==> src/rtl/mslrd_pkg.sv <==
// ----------------------------------------------------------------------------
// mslrd_pkg
// Shared widths, constants and types of the minimal standard range draw.
// ----------------------------------------------------------------------------
package mslrd_pkg;

	localparam int ValW = 31;

	// generator modulus 2^31-1 and multiplier
	localparam logic [ValW-1:0] LcgMod    = '1;
	localparam logic [15:0]     LcgMult   = 16'd48271;
	localparam logic [ValW-1:0] SeedReset = 31'd1;

	// scaling divisor m-1 and twice that, at the width of the partial remainder
	localparam logic [ValW+1:0] ScaleDiv  = 33'h0_7FFF_FFFE;
	localparam logic [ValW+1:0] ScaleDiv2 = 33'h0_FFFF_FFFC;

	localparam int LcgSteps = 16;
	localparam int LcgCntW  = $clog2(LcgSteps);
	localparam int DivSteps = ValW;
	localparam int DivCntW  = $clog2(DivSteps);

	// request kinds
	localparam logic ReqRaw     = 1'b0;
	localparam logic ReqBounded = 1'b1;

	typedef struct packed {
		logic busy;
		logic done;
	} su_stat_t;

endpackage

==> src/rtl/mslrd_if.sv <==
// ----------------------------------------------------------------------------
// mslrd channel interfaces
// Valid/ready channels for seed writes, draw requests and draw results.
// ----------------------------------------------------------------------------
interface mslrd_cfg_if;
	logic                           valid;
	logic                           ready;
	logic [mslrd_pkg::ValW-1:0]     seed;

	modport source (output valid, output seed, input ready);
	modport sink   (input valid, input seed, output ready);
endinterface

interface mslrd_req_if;
	logic                           valid;
	logic                           ready;
	logic                           req_type;
	logic [mslrd_pkg::ValW-1:0]     low_bound;
	logic [mslrd_pkg::ValW-1:0]     high_bound;

	modport source (output valid, output req_type, output low_bound, output high_bound,
		input ready);
	modport sink   (input valid, input req_type, input low_bound, input high_bound,
		output ready);
endinterface

interface mslrd_rsp_if;
	logic                           valid;
	logic                           ready;
	logic [mslrd_pkg::ValW-1:0]     value;
	logic                           range_error;

	modport source (output valid, output value, output range_error, input ready);
	modport sink   (input valid, input value, input range_error, output ready);
endinterface

==> src/rtl/mslrd_lcg_step.sv <==
// ----------------------------------------------------------------------------
// mslrd_lcg_step
// One generator advance, x*48271 mod 2^31-1, one multiplier bit per cycle.
// ----------------------------------------------------------------------------
module mslrd_lcg_step (
	input  logic                         clk,
	input  logic                         arst_n,
	input  logic                         start,
	input  logic [mslrd_pkg::ValW-1:0]   x,
	output logic [mslrd_pkg::ValW-1:0]   result,
	output mslrd_pkg::su_stat_t          stat
);

	logic                               busy_q;
	logic                               done_q;
	logic [mslrd_pkg::LcgCntW-1:0]      cnt_q;
	logic [mslrd_pkg::ValW-1:0]         acc_q;
	logic [mslrd_pkg::ValW-1:0]         xr_q;
	logic [mslrd_pkg::ValW-1:0]         rot;
	logic [mslrd_pkg::ValW-1:0]         addend;
	logic [mslrd_pkg::ValW:0]           sum;
	logic [mslrd_pkg::ValW-1:0]         acc_nxt;

	// doubling mod 2^31-1 is a rotate
	always_comb begin
		rot     = {acc_q[mslrd_pkg::ValW-2:0], acc_q[mslrd_pkg::ValW-1]};
		addend  = mslrd_pkg::LcgMult[cnt_q] ? xr_q : '0;
		sum     = {1'b0, rot} + {1'b0, addend};
		acc_nxt = (sum >= {1'b0, mslrd_pkg::LcgMod}) ?
			mslrd_pkg::ValW'(sum - {1'b0, mslrd_pkg::LcgMod}) : sum[mslrd_pkg::ValW-1:0];
	end

	always_ff @(posedge clk or negedge arst_n) begin
		if (!arst_n) begin
			busy_q <= 1'b0;
			done_q <= 1'b0;
			cnt_q  <= '0;
		end else begin
			done_q <= busy_q && (cnt_q == '0);
			if (start) begin
				busy_q <= 1'b1;
				cnt_q  <= mslrd_pkg::LcgCntW'(mslrd_pkg::LcgSteps - 1);
			end else if (busy_q) begin
				cnt_q <= cnt_q - 1'b1;
				if (cnt_q == '0) begin
					busy_q <= 1'b0;
				end
			end
		end
	end

	always_ff @(posedge clk) begin
		if (start) begin
			acc_q <= '0;
			xr_q  <= (x == mslrd_pkg::LcgMod) ? '0 : x;
		end else if (busy_q) begin
			acc_q <= acc_nxt;
		end
	end

	assign result    = acc_q;
	assign stat.busy = busy_q;
	assign stat.done = done_q;

endmodule

==> src/rtl/mslrd_mod_unit.sv <==
// ----------------------------------------------------------------------------
// mslrd_mod_unit
// Restoring remainder of 2^31-1 by the range width, one quotient bit a cycle.
// ----------------------------------------------------------------------------
module mslrd_mod_unit (
	input  logic                         clk,
	input  logic                         arst_n,
	input  logic                         start,
	input  logic [mslrd_pkg::ValW-1:0]   divisor,
	output logic [mslrd_pkg::ValW-1:0]   remainder,
	output mslrd_pkg::su_stat_t          stat
);

	logic                               busy_q;
	logic                               done_q;
	logic [mslrd_pkg::DivCntW-1:0]      cnt_q;
	logic [mslrd_pkg::ValW-1:0]         rem_q;
	logic [mslrd_pkg::ValW-1:0]         div_q;
	logic [mslrd_pkg::ValW:0]           trial;
	logic [mslrd_pkg::ValW-1:0]         rem_nxt;

	// every dividend bit of 2^31-1 is one
	always_comb begin
		trial   = {rem_q, 1'b1};
		rem_nxt = (trial >= {1'b0, div_q}) ?
			mslrd_pkg::ValW'(trial - {1'b0, div_q}) : trial[mslrd_pkg::ValW-1:0];
	end

	always_ff @(posedge clk or negedge arst_n) begin
		if (!arst_n) begin
			busy_q <= 1'b0;
			done_q <= 1'b0;
			cnt_q  <= '0;
		end else begin
			done_q <= busy_q && (cnt_q == '0);
			if (start) begin
				busy_q <= 1'b1;
				cnt_q  <= mslrd_pkg::DivCntW'(mslrd_pkg::DivSteps - 1);
			end else if (busy_q) begin
				cnt_q <= cnt_q - 1'b1;
				if (cnt_q == '0) begin
					busy_q <= 1'b0;
				end
			end
		end
	end

	always_ff @(posedge clk) begin
		if (start) begin
			rem_q <= '0;
			div_q <= divisor;
		end else if (busy_q) begin
			rem_q <= rem_nxt;
		end
	end

	assign remainder = rem_q;
	assign stat.busy = busy_q;
	assign stat.done = done_q;

endmodule

==> src/rtl/mslrd_scale_unit.sv <==
// ----------------------------------------------------------------------------
// mslrd_scale_unit
// floor(x*k / (2^31-2)), interleaved shift-add multiply and reduction,
// one bit of k per cycle, most significant first.
// ----------------------------------------------------------------------------
module mslrd_scale_unit (
	input  logic                         clk,
	input  logic                         arst_n,
	input  logic                         start,
	input  logic [mslrd_pkg::ValW-1:0]   x,
	input  logic [mslrd_pkg::ValW-1:0]   k,
	output logic [mslrd_pkg::ValW-1:0]   quotient,
	output mslrd_pkg::su_stat_t          stat
);

	logic                               busy_q;
	logic                               done_q;
	logic [mslrd_pkg::DivCntW-1:0]      cnt_q;
	logic [mslrd_pkg::ValW-1:0]         x_q;
	logic [mslrd_pkg::ValW-1:0]         k_q;
	logic [mslrd_pkg::ValW-1:0]         r_q;
	logic [mslrd_pkg::ValW-1:0]         q_q;
	logic [mslrd_pkg::ValW+1:0]         part;
	logic [mslrd_pkg::ValW+1:0]         part_red;
	logic [1:0]                         digit;
	logic [mslrd_pkg::ValW:0]           q_wide;

	// partial remainder stays below the divisor, digit is 0..2
	always_comb begin
		part = {1'b0, r_q, 1'b0} + (k_q[mslrd_pkg::ValW-1] ? {2'b00, x_q} : '0);
		if (part >= mslrd_pkg::ScaleDiv2) begin
			digit    = 2'd2;
			part_red = part - mslrd_pkg::ScaleDiv2;
		end else if (part >= mslrd_pkg::ScaleDiv) begin
			digit    = 2'd1;
			part_red = part - mslrd_pkg::ScaleDiv;
		end else begin
			digit    = 2'd0;
			part_red = part;
		end
		q_wide = {q_q, 1'b0} + {{(mslrd_pkg::ValW-1){1'b0}}, digit};
	end

	always_ff @(posedge clk or negedge arst_n) begin
		if (!arst_n) begin
			busy_q <= 1'b0;
			done_q <= 1'b0;
			cnt_q  <= '0;
		end else begin
			done_q <= busy_q && (cnt_q == '0);
			if (start) begin
				busy_q <= 1'b1;
				cnt_q  <= mslrd_pkg::DivCntW'(mslrd_pkg::DivSteps - 1);
			end else if (busy_q) begin
				cnt_q <= cnt_q - 1'b1;
				if (cnt_q == '0) begin
					busy_q <= 1'b0;
				end
			end
		end
	end

	always_ff @(posedge clk) begin
		if (start) begin
			x_q <= x;
			k_q <= k;
			r_q <= '0;
			q_q <= '0;
		end else if (busy_q) begin
			k_q <= {k_q[mslrd_pkg::ValW-2:0], 1'b0};
			r_q <= part_red[mslrd_pkg::ValW-1:0];
			q_q <= q_wide[mslrd_pkg::ValW-1:0];
		end
	end

	assign quotient  = q_q;
	assign stat.busy = busy_q;
	assign stat.done = done_q;

endmodule

==> src/rtl/minimal_standard_lcg_range_draw.sv <==
// ----------------------------------------------------------------------------
// minimal_standard_lcg_range_draw
// Park-Miller generator (multiplier 48271) with raw and bounded draws.
//
//   channel  dir  handshake      payload
//   cfg      in   valid/ready    seed (31)
//   req      in   valid/ready    req_type, low_bound (31), high_bound (31)
//   rsp      out  valid/ready    value (31), range_error
//
// raw draw: one generator advance (16-step serial multiply), then the result
// bounded draw: advance, limit check, scaling, plus one advance per rejected
//   state; the 31-step remainder runs beside the first advance, the 31-step
//   scaling unit after the check; range error: no unit runs; one request in
//   flight, the next one is taken while a finished result waits in the output
//   register; reset loads the state with 1; seed writes are always taken
// ----------------------------------------------------------------------------
module minimal_standard_lcg_range_draw (
	input  logic          clk,
	input  logic          arst_n,
	mslrd_cfg_if.sink     cfg,
	mslrd_req_if.sink     req,
	mslrd_rsp_if.source   rsp
);

	typedef enum logic [2:0] {
		S_IDLE,
		S_ADV,
		S_LIMIT,
		S_SCALE,
		S_DONE
	} state_t;

	state_t                             state_q;
	logic [mslrd_pkg::ValW-1:0]         draw_state_q;
	logic                               kind_q;
	logic [mslrd_pkg::ValW-1:0]         lo_q;
	logic [mslrd_pkg::ValW-1:0]         k_q;
	logic [mslrd_pkg::ValW-1:0]         res_value_q;
	logic                               res_err_q;
	logic [mslrd_pkg::ValW-1:0]         value_q;
	logic                               err_q;
	logic                               out_valid_q;
	logic                               lcg_go_q;
	logic                               mod_go_q;
	logic                               scl_go_q;

	logic [mslrd_pkg::ValW-1:0]         lcg_res;
	logic [mslrd_pkg::ValW-1:0]         mod_rem;
	logic [mslrd_pkg::ValW-1:0]         scl_q;
	mslrd_pkg::su_stat_t                lcg_stat;
	mslrd_pkg::su_stat_t                mod_stat;
	mslrd_pkg::su_stat_t                scl_stat;
	logic [mslrd_pkg::ValW-1:0]         limit;
	logic                               load_out;

	mslrd_lcg_step u_lcg (
		.clk    (clk),
		.arst_n (arst_n),
		.start  (lcg_go_q),
		.x      (draw_state_q),
		.result (lcg_res),
		.stat   (lcg_stat)
	);

	mslrd_mod_unit u_mod (
		.clk       (clk),
		.arst_n    (arst_n),
		.start     (mod_go_q),
		.divisor   (k_q),
		.remainder (mod_rem),
		.stat      (mod_stat)
	);

	mslrd_scale_unit u_scale (
		.clk      (clk),
		.arst_n   (arst_n),
		.start    (scl_go_q),
		.x        (draw_state_q),
		.k        (k_q),
		.quotient (scl_q),
		.stat     (scl_stat)
	);

	assign limit    = mslrd_pkg::LcgMod - mod_rem;
	assign load_out = (state_q == S_DONE) && (!out_valid_q || rsp.ready);

	assign cfg.ready       = 1'b1;
	assign req.ready       = (state_q == S_IDLE);
	assign rsp.valid       = out_valid_q;
	assign rsp.value       = value_q;
	assign rsp.range_error = err_q;

	always_ff @(posedge clk or negedge arst_n) begin
		if (!arst_n) begin
			state_q      <= S_IDLE;
			draw_state_q <= mslrd_pkg::SeedReset;
			kind_q       <= mslrd_pkg::ReqRaw;
			lo_q         <= '0;
			k_q          <= '0;
			res_value_q  <= '0;
			res_err_q    <= 1'b0;
			value_q      <= '0;
			err_q        <= 1'b0;
			out_valid_q  <= 1'b0;
			lcg_go_q     <= 1'b0;
			mod_go_q     <= 1'b0;
			scl_go_q     <= 1'b0;
		end else begin
			lcg_go_q <= 1'b0;
			mod_go_q <= 1'b0;
			scl_go_q <= 1'b0;
			if (cfg.valid && cfg.ready) begin
				draw_state_q <= cfg.seed;
			end
			if (rsp.valid && rsp.ready && !load_out) begin
				out_valid_q <= 1'b0;
			end
			case (state_q)
				S_IDLE: begin
					if (req.valid) begin
						kind_q <= req.req_type;
						lo_q   <= req.low_bound;
						k_q    <= req.high_bound - req.low_bound;
						if (req.req_type == mslrd_pkg::ReqBounded &&
							req.high_bound <= req.low_bound) begin
							res_value_q <= '0;
							res_err_q   <= 1'b1;
							state_q     <= S_DONE;
						end else begin
							res_err_q <= 1'b0;
							lcg_go_q  <= 1'b1;
							mod_go_q  <= (req.req_type == mslrd_pkg::ReqBounded);
							state_q   <= S_ADV;
						end
					end
				end
				S_ADV: begin
					if (lcg_stat.done) begin
						draw_state_q <= lcg_res;
						if (kind_q == mslrd_pkg::ReqRaw) begin
							res_value_q <= lcg_res;
							state_q     <= S_DONE;
						end else begin
							state_q <= S_LIMIT;
						end
					end
				end
				S_LIMIT: begin
					if (!mod_stat.busy) begin
						if (draw_state_q >= limit) begin
							lcg_go_q <= 1'b1;
							state_q  <= S_ADV;
						end else begin
							scl_go_q <= 1'b1;
							state_q  <= S_SCALE;
						end
					end
				end
				S_SCALE: begin
					if (scl_stat.done) begin
						res_value_q <= lo_q + scl_q;
						state_q     <= S_DONE;
					end
				end
				S_DONE: begin
					if (load_out) begin
						value_q     <= res_value_q;
						err_q       <= res_err_q;
						out_valid_q <= 1'b1;
						state_q     <= S_IDLE;
					end
				end
				default: begin
					state_q <= S_IDLE;
				end
			endcase
		end
	end

	a_idle_units_quiet: assert property (@(posedge clk) disable iff (!arst_n)
		state_q == S_IDLE |-> !lcg_stat.busy && !scl_stat.busy)
		else $error("serial unit busy while idle");

	a_lcg_done_in_adv: assert property (@(posedge clk) disable iff (!arst_n)
		lcg_stat.done |-> state_q == S_ADV)
		else $error("generator step finished outside advance");

	a_mod_done_in_draw: assert property (@(posedge clk) disable iff (!arst_n)
		mod_stat.done |-> (state_q == S_ADV || state_q == S_LIMIT))
		else $error("remainder finished outside bounded draw");

	a_scale_done_in_scale: assert property (@(posedge clk) disable iff (!arst_n)
		scl_stat.done |-> state_q == S_SCALE)
		else $error("scaling finished outside scale state");

	a_error_zero_value: assert property (@(posedge clk) disable iff (!arst_n)
		rsp.valid && rsp.range_error |-> rsp.value == '0)
		else $error("range error with nonzero value");

endmodule

==> src/flat_wrapper.sv <==
// flat-port wrapper written by rule: the top's interface ports become plain ports
module minimal_standard_lcg_range_draw_flat 
  (clk, arst_n, cfg_valid, cfg_seed, cfg_ready, req_valid, req_req_type, req_low_bound, req_high_bound, req_ready, rsp_valid, rsp_value, rsp_range_error, rsp_ready);
  mslrd_cfg_if cfg_i ();
  mslrd_req_if req_i ();
  mslrd_rsp_if rsp_i ();
  input  logic clk;
  input  logic arst_n;
  input wire logic [$bits(cfg_i.valid)-1:0] cfg_valid;
  input wire logic [$bits(cfg_i.seed)-1:0] cfg_seed;
  output wire logic [$bits(cfg_i.ready)-1:0] cfg_ready;
  input wire logic [$bits(req_i.valid)-1:0] req_valid;
  input wire logic [$bits(req_i.req_type)-1:0] req_req_type;
  input wire logic [$bits(req_i.low_bound)-1:0] req_low_bound;
  input wire logic [$bits(req_i.high_bound)-1:0] req_high_bound;
  output wire logic [$bits(req_i.ready)-1:0] req_ready;
  output wire logic [$bits(rsp_i.valid)-1:0] rsp_valid;
  output wire logic [$bits(rsp_i.value)-1:0] rsp_value;
  output wire logic [$bits(rsp_i.range_error)-1:0] rsp_range_error;
  input wire logic [$bits(rsp_i.ready)-1:0] rsp_ready;
  assign cfg_i.valid = cfg_valid;
  assign cfg_i.seed = cfg_seed;
  assign cfg_ready = cfg_i.ready;
  assign req_i.valid = req_valid;
  assign req_i.req_type = req_req_type;
  assign req_i.low_bound = req_low_bound;
  assign req_i.high_bound = req_high_bound;
  assign req_ready = req_i.ready;
  assign rsp_valid = rsp_i.valid;
  assign rsp_value = rsp_i.value;
  assign rsp_range_error = rsp_i.range_error;
  assign rsp_i.ready = rsp_ready;
  minimal_standard_lcg_range_draw u_core (.clk(clk), .arst_n(arst_n), .cfg(cfg_i), .req(req_i), .rsp(rsp_i));
endmodule
==> config.mk <==
export PLATFORM = sky130hd
export DESIGN_NAME = minimal_standard_lcg_range_draw_flat
export DESIGN_NICKNAME = d
export VERILOG_FILES = /design/src/rtl/mslrd_pkg.sv /design/src/rtl/mslrd_if.sv /design/src/rtl/mslrd_lcg_step.sv /design/src/rtl/mslrd_mod_unit.sv /design/src/rtl/mslrd_scale_unit.sv /design/src/rtl/minimal_standard_lcg_range_draw.sv /design/src/flat_wrapper.sv
export SDC_FILE = /design/constraint.sdc
export NUM_CORES = 1
export LEC_CHECK = 0
export BUFFER_PORTS_ARGS = -buffer_cell sky130_fd_sc_hd__buf_4
export CAP_MARGIN = 20
export CORE_ASPECT_RATIO = 0.5
export CORE_MARGIN = 10
export CORE_UTILIZATION = 30
export DETAILED_ROUTE_END_ITERATION = 7
export GPL_TIMING_DRIVEN = 1
export SETUP_SLACK_MARGIN = 0.15
export SYNTH_ARGS = -nofsm -noshare
export SYNTH_HDL_FRONTEND = slang
export SYNTH_HIERARCHICAL = 1
export SYNTH_SLANG_ARGS = --single-unit
==> constraint.sdc <==
create_clock -name clk -period 14.85 [get_ports clk]
set_input_delay 0.7425 -clock clk [delete_from_list [all_inputs] [get_ports clk]]
set_output_delay 0.7425 -clock clk [all_outputs]
set_load 0.005 [all_outputs]
Yosys cells after proc, flatten, opt, wreduce, memory -nomap -nowiden --
Memory sizes are Yosys's and may differ from the RTL's. Index checks and enable logic that the tools add are counted.
Cells by class: order comparisons 7, reductions and logical operators 21, multiplexer cells 59, $add $sub $neg 13, eq/ne operators 12
Operators with widths (number):
- $mux 31 | 16
- $pmux 31 s3 | 1
- $sub 31x31->31 const B | 3
- $sub 31x31->31 | 2
- $add 32x31->33 | 1
- $ge 33x31->1 const B | 1
- $ge 33x32->1 const B | 1
- $add 31x31->32 | 1
- $ge 32x31->1 | 1
- $ge 32x31->1 const B | 1
- $add 31x2->31 | 1
- $add 31x31->31 | 1
- $eq 31x31->1 const B | 1
- $ge 31x31->1 | 1
- $le 31x31->1 | 1
- $sub 31x31->31 const A | 1
- $mux 1 | 25
- $mux 3 | 7
- $mux 5 | 4
- $pmux 3 s5 | 1
- $logic_not 5->1 | 2
- $ne 2x2->1 const B | 5
- $sub 5x1->5 const B | 2
- $mux 4 | 2
- other kinds (18) | 30
Word-level totals: register bits after elaboration 432, output and inout port bits 35, memories kept 1, ROM bits 16, bits of input ports 99
Memory list:
- (name not given) | depth 16, bits a word 1, rd ports 1, clocked after Yosys merged registers in 0, wr ports 0, RTL line mslrd_lcg_step.sv:27 | addend = mslrd_pkg::LcgMult[cnt_q] ? xr_q : '0;

Depth between registers and ports, before layout --
word-level depth 8, gate-level depth with buffers 25, gate-level depth less buffers 22

Hierarchy --
The synthesis kept the hierarchy.
Modules (own cells, without submodules):
- minimal_standard_lcg_range_draw | area each 10710.3 um^2, cells an instance 1157, instances 1
- mslrd_scale_unit | area each 9042.4 um^2, cells an instance 980, instances 1
- mslrd_lcg_step | area each 5725.5 um^2, cells an instance 673, instances 1
- mslrd_mod_unit | area each 4329.2 um^2, cells an instance 450, instances 1

Worst setup path before layout --
No wires, ideal clock.
path type register -> register, start register u_core/u_scale/k_q[30] in the netlist's numbering, end register u_core.u_scale.q_q, in the netlist u_core/u_scale/quotient[29], data arrival time 4728 ps, cell stages (with the launch flop) 25, data required time 14764 ps, path buffers 2, period minus slack after synthesis 4813 ps, setup slack 10037 ps, cells stage by stage edfxtp_1 clkbuf_1 and2_1 ha_1 inv_1 fa_1 nand2b_1 a21boi_4 o21ai_2 a211oi_4 nand4_4 nor4_4 and4_1 o211a_4 nor2_1 inv_1 ha_1 ha_1 and2_1 clkbuf_1 nand3_1 nor2_1 nand4_1 xor2_1 a211oi_1
Between the ends: longest elaborated chain between the ends 6, elaborated cells on any way between the ends 7
RTL lines:
- start: declaration | RTL line mslrd_scale_unit.sv:20 | logic [mslrd_pkg::ValW-1:0] k_q;
- start signal: assignment | RTL line mslrd_scale_unit.sv:66 | k_q <= k;
- start signal: assignment | RTL line mslrd_scale_unit.sv:70 | k_q <= {k_q[mslrd_pkg::ValW-2:0], 1'b0};
- $mux 31 (*) | RTL line mslrd_scale_unit.sv:30 | part = {1'b0, r_q, 1'b0} + (k_q[mslrd_pkg::ValW-1] ? {2'b00, x_q} : '0);
- $add 32x31->33 (*) | RTL line mslrd_scale_unit.sv:30
- $ge 33x31->1 | RTL line mslrd_scale_unit.sv:34 | end else if (part >= mslrd_pkg::ScaleDiv) begin
- $mux 1 | RTL line mslrd_scale_unit.sv:34
- $mux 2 (*) | RTL line mslrd_scale_unit.sv:31 | if (part >= mslrd_pkg::ScaleDiv2) begin
- $add 31x2->31 (*) | RTL line mslrd_scale_unit.sv:41 | q_wide = {q_q, 1'b0} + {{(mslrd_pkg::ValW-1){1'b0}}, digit};
- end signal: assignment | RTL line mslrd_scale_unit.sv:72 | q_q <= q_wide[mslrd_pkg::ValW-1:0];
- end: declaration | RTL line mslrd_scale_unit.sv:22 | logic [mslrd_pkg::ValW-1:0] q_q;
Every way passes the cells marked *; elsewhere a longest branch is shown, timed or not. A chain may end at the register's enable or synchronous reset.

Worst setup path in the final report --
Same ends and word-level chain as after synthesis.

==> results.cfg <==
[run_status]
status = finished clean

[timing]
setup_tns_ns = 0
fin_skew_ns = 0.02887
hold_viol = 0
slew_headroom_pct = 21.90
period_share_pct = 40.98
worst_pin_slew_ns = 1.161
fin_ws_ns = 8.765
drv_slew = 0
max_freq_mhz = 164.3
min_period_ns = 6.085
rsz0062_at_grt = no
finalSetupViolations = 0

[yosys]
syn_avg_cell_area_um2 = 9.142
synth_nets = 3554
netlist_instances = 3255
syn-cell-area_um2 = 29760
yosysWarnings = 6

[worst_setup_path]
worstReg2RegStart = u_core/u_scale/k_q[30]
reg2reg_depth = 23
arrival_ns = 6.61
crit_path_end_kind = flop
path_max_fanout = 32
rrSetupSlack_ns = 8.77
timing.critical_path.required_ns = 15.37
start_kind = flop
setup.worst_path.class = flop to flop
r2r-end = u_core/u_scale/quotient[29]

[power_and_ir_drop]
peakVddDrop_mv = 0.09857
pwr-share-clk_pct = 18.6
finalPower_mw = 7.062
internal_power_mw = 3.871
switching_share_pct = 45.19
p_sw_mw = 3.191
cellLeakagePower_nw = 13.73
pwr-share-comb_pct = 52.3
pwr-share-seq_pct = 29.1
power_density_nw_per_um2 = 210.0

[clock_tree]
cts_buffer_depth = 3
cts_tree = built
cts_buffers = 46
clkTransAtPathRegs_ns = 0.06
cts_max_level = 2
cts_root_buffer = clkbuf_16
clock_latency_ns = 0.62
clkSinkCount = 432

[placement]
dp_hpwl_um = 76570
place_ws_ns = 8.814
place_congestion = 0.9298
io_buffer_count = 132

[floorplan]
start_util_pct = 30.36
ioPinCount = 134
die_h_um = 242.7
die_w_um = 465.4
row_count = 81
dieArea_um2 = 112900
floorplan.core_area_um2 = 98000

[detailed_routing]
drt-total-wl_um = 99750
avgRoutedWirePerCell_um = 21.39
drc = 0
vias_per_cell = 5.409
detail-route-antenna-nets = 0
dr.pass1.iters = 5
dr_total_vias = 25226
drtIter0Drc = 1870

[min_path]
min_path_cells = 3
min_path_type = primary input to flop
hold_path_startpoint = req_low_bound[10]
hold_end = u_core/lo_q[10]

[run]
maxCapViolCount = 0

[global_routing]
grt_pass1_wl_um = 152300
track_usage_pct = 16.88
grt_pass1_vias = 24281
antenna_found_initial = 2
grt_max_degree = 127
overflow = 0

[final_layout]
fin_nets = 3597
area_growth_syn_to_layout_pct = 13.04
num_antenna_cells = 0
drive_gt1_share_pct = 12.56
[routing by layer]
metal / global-route usage (%) / share of wire, %
met1: 23.09 / 46
met2: 27.41 / 46
met3: 2.153 / 5.0
met4: 5.460 / 3.2
met5: 0 / 0.0070
[state kept, by name, summed over array words and instances (netlist names), 3 cells and up]
register / flops
u_core/u_lcg/result: 31
u_core/lo_q: 31
u_core/draw_state_q: 31
u_core/u_lcg/cnt_q: 4
u_core/state_q: 3
u_core/res_value_q: 31
u_core/u_mod/remainder: 31
u_core/u_mod/cnt_q: 5
u_core/u_mod/div_q: 31
u_core/u_lcg/xr_q: 31
u_core/u_scale/cnt_q: 5
u_core/u_scale/k_q: 31
u_core/u_scale/quotient: 31
u_core/k_q: 31
u_core/u_scale/x_q: 31
u_core/u_scale/r_q: 31
u_core/rsp.value: 31
[final cells by class]
class	instances	area, um2
multi-input combinational	2534	17740
clock buffer	60	1245
sequential	432	10820
fill	9986	64370
timing repair buffer	154	1225
clock inverter	26	449.2
tap	1328	1662
inverter	130	488.0
[cells in the final DEF (no fill, tap or decap), types with 124 or more instances in the layout]
cell	n
nand2_1	311
nor2_1	260
o21ai_0	197
ha_1	195
dfrtp_1	177
a21oi_1	162
buf_4	149
inv_1	129
dfxtp_1	124
edfxtp_1	124
[worst max path at each step]
stage	end	slack, ns	cells past startpoint	start
6_report	u_core/u_scale/quotient[29]	8.77	23	u_core/u_scale/k_q[30]
3_3_place_gp	u_core/u_lcg/result[21]	8.92	20	u_core/u_lcg/cnt_q[0]
2_1_floorplan	u_core/u_scale/quotient[29]	10.04	24	u_core/u_scale/k_q[30]
5_1_grt	u_core/u_scale/quotient[29]	8.32	23	u_core/u_scale/k_q[30]
3_5_place_dp	u_core/u_scale/quotient[29]	8.81	23	u_core/u_scale/k_q[30]
4_1_cts	u_core/u_scale/quotient[29]	8.81	23	u_core/u_scale/k_q[30]
[power by group through the flow]
stage          Clock [mW]  Combinational (mW)  Sequential (mW)
2_1_floorplan           0                2.80             1.84
3_3_place_gp            0                3.56             2.07
3_5_place_dp            0                3.61             2.07
4_1_cts              1.34                3.64             2.05
5_1_grt              1.39                4.06             2.10
6_report             1.31                3.69             2.06
[through the flow]
| stage | hold slack (ns) | area [um2] | util (%) | std cells |
|---|---|---|---|---|
| floorplan | 0.4318 | 29760 | - | 3255 |
| global placement | 0.4511 | 31850 | 32.50 | 4574 |
| detailed placement | 0.4612 | 31850 | 32.50 | 4574 |
| CTS | 0.3346 | 33540 | 34.23 | 4660 |
| global route | 0.4218 | 33640 | 34.32 | 4664 |
| finish | 0.4305 | 33640 | 34.32 | 4664 |
[worst max-delay path: stages (launching register included)]
cell      delay [ns]
edfxtp_1        0.32
buf_4           0.29
and2_1          0.20
ha_1            0.20
inv_1           0.07
fa_1            0.40
nand2b_1        0.25
a21boi_4        0.32
a31oi_1         0.18
xnor2_1         0.29
nand4_1         0.32
nor4_1          0.53
and4_1          0.37
o211a_4         0.22
nor2_1          0.07
inv_1           0.28
ha_1            0.28
ha_1            0.20
and2_1          0.32
nand3_1         0.18
nor2_1          0.17
nand4_1         0.13
xor2_1          0.16
a211oi_1        0.21
[repair_timing]
item                                    CTS  global route
hold buffers                              0             1
buffers inserted                          0             0
endpoints found under the setup margin    0             0
hold endpoints to repair                  0            10
gates resized for setup                   0             0
Power figures use the tool's default switching activity.
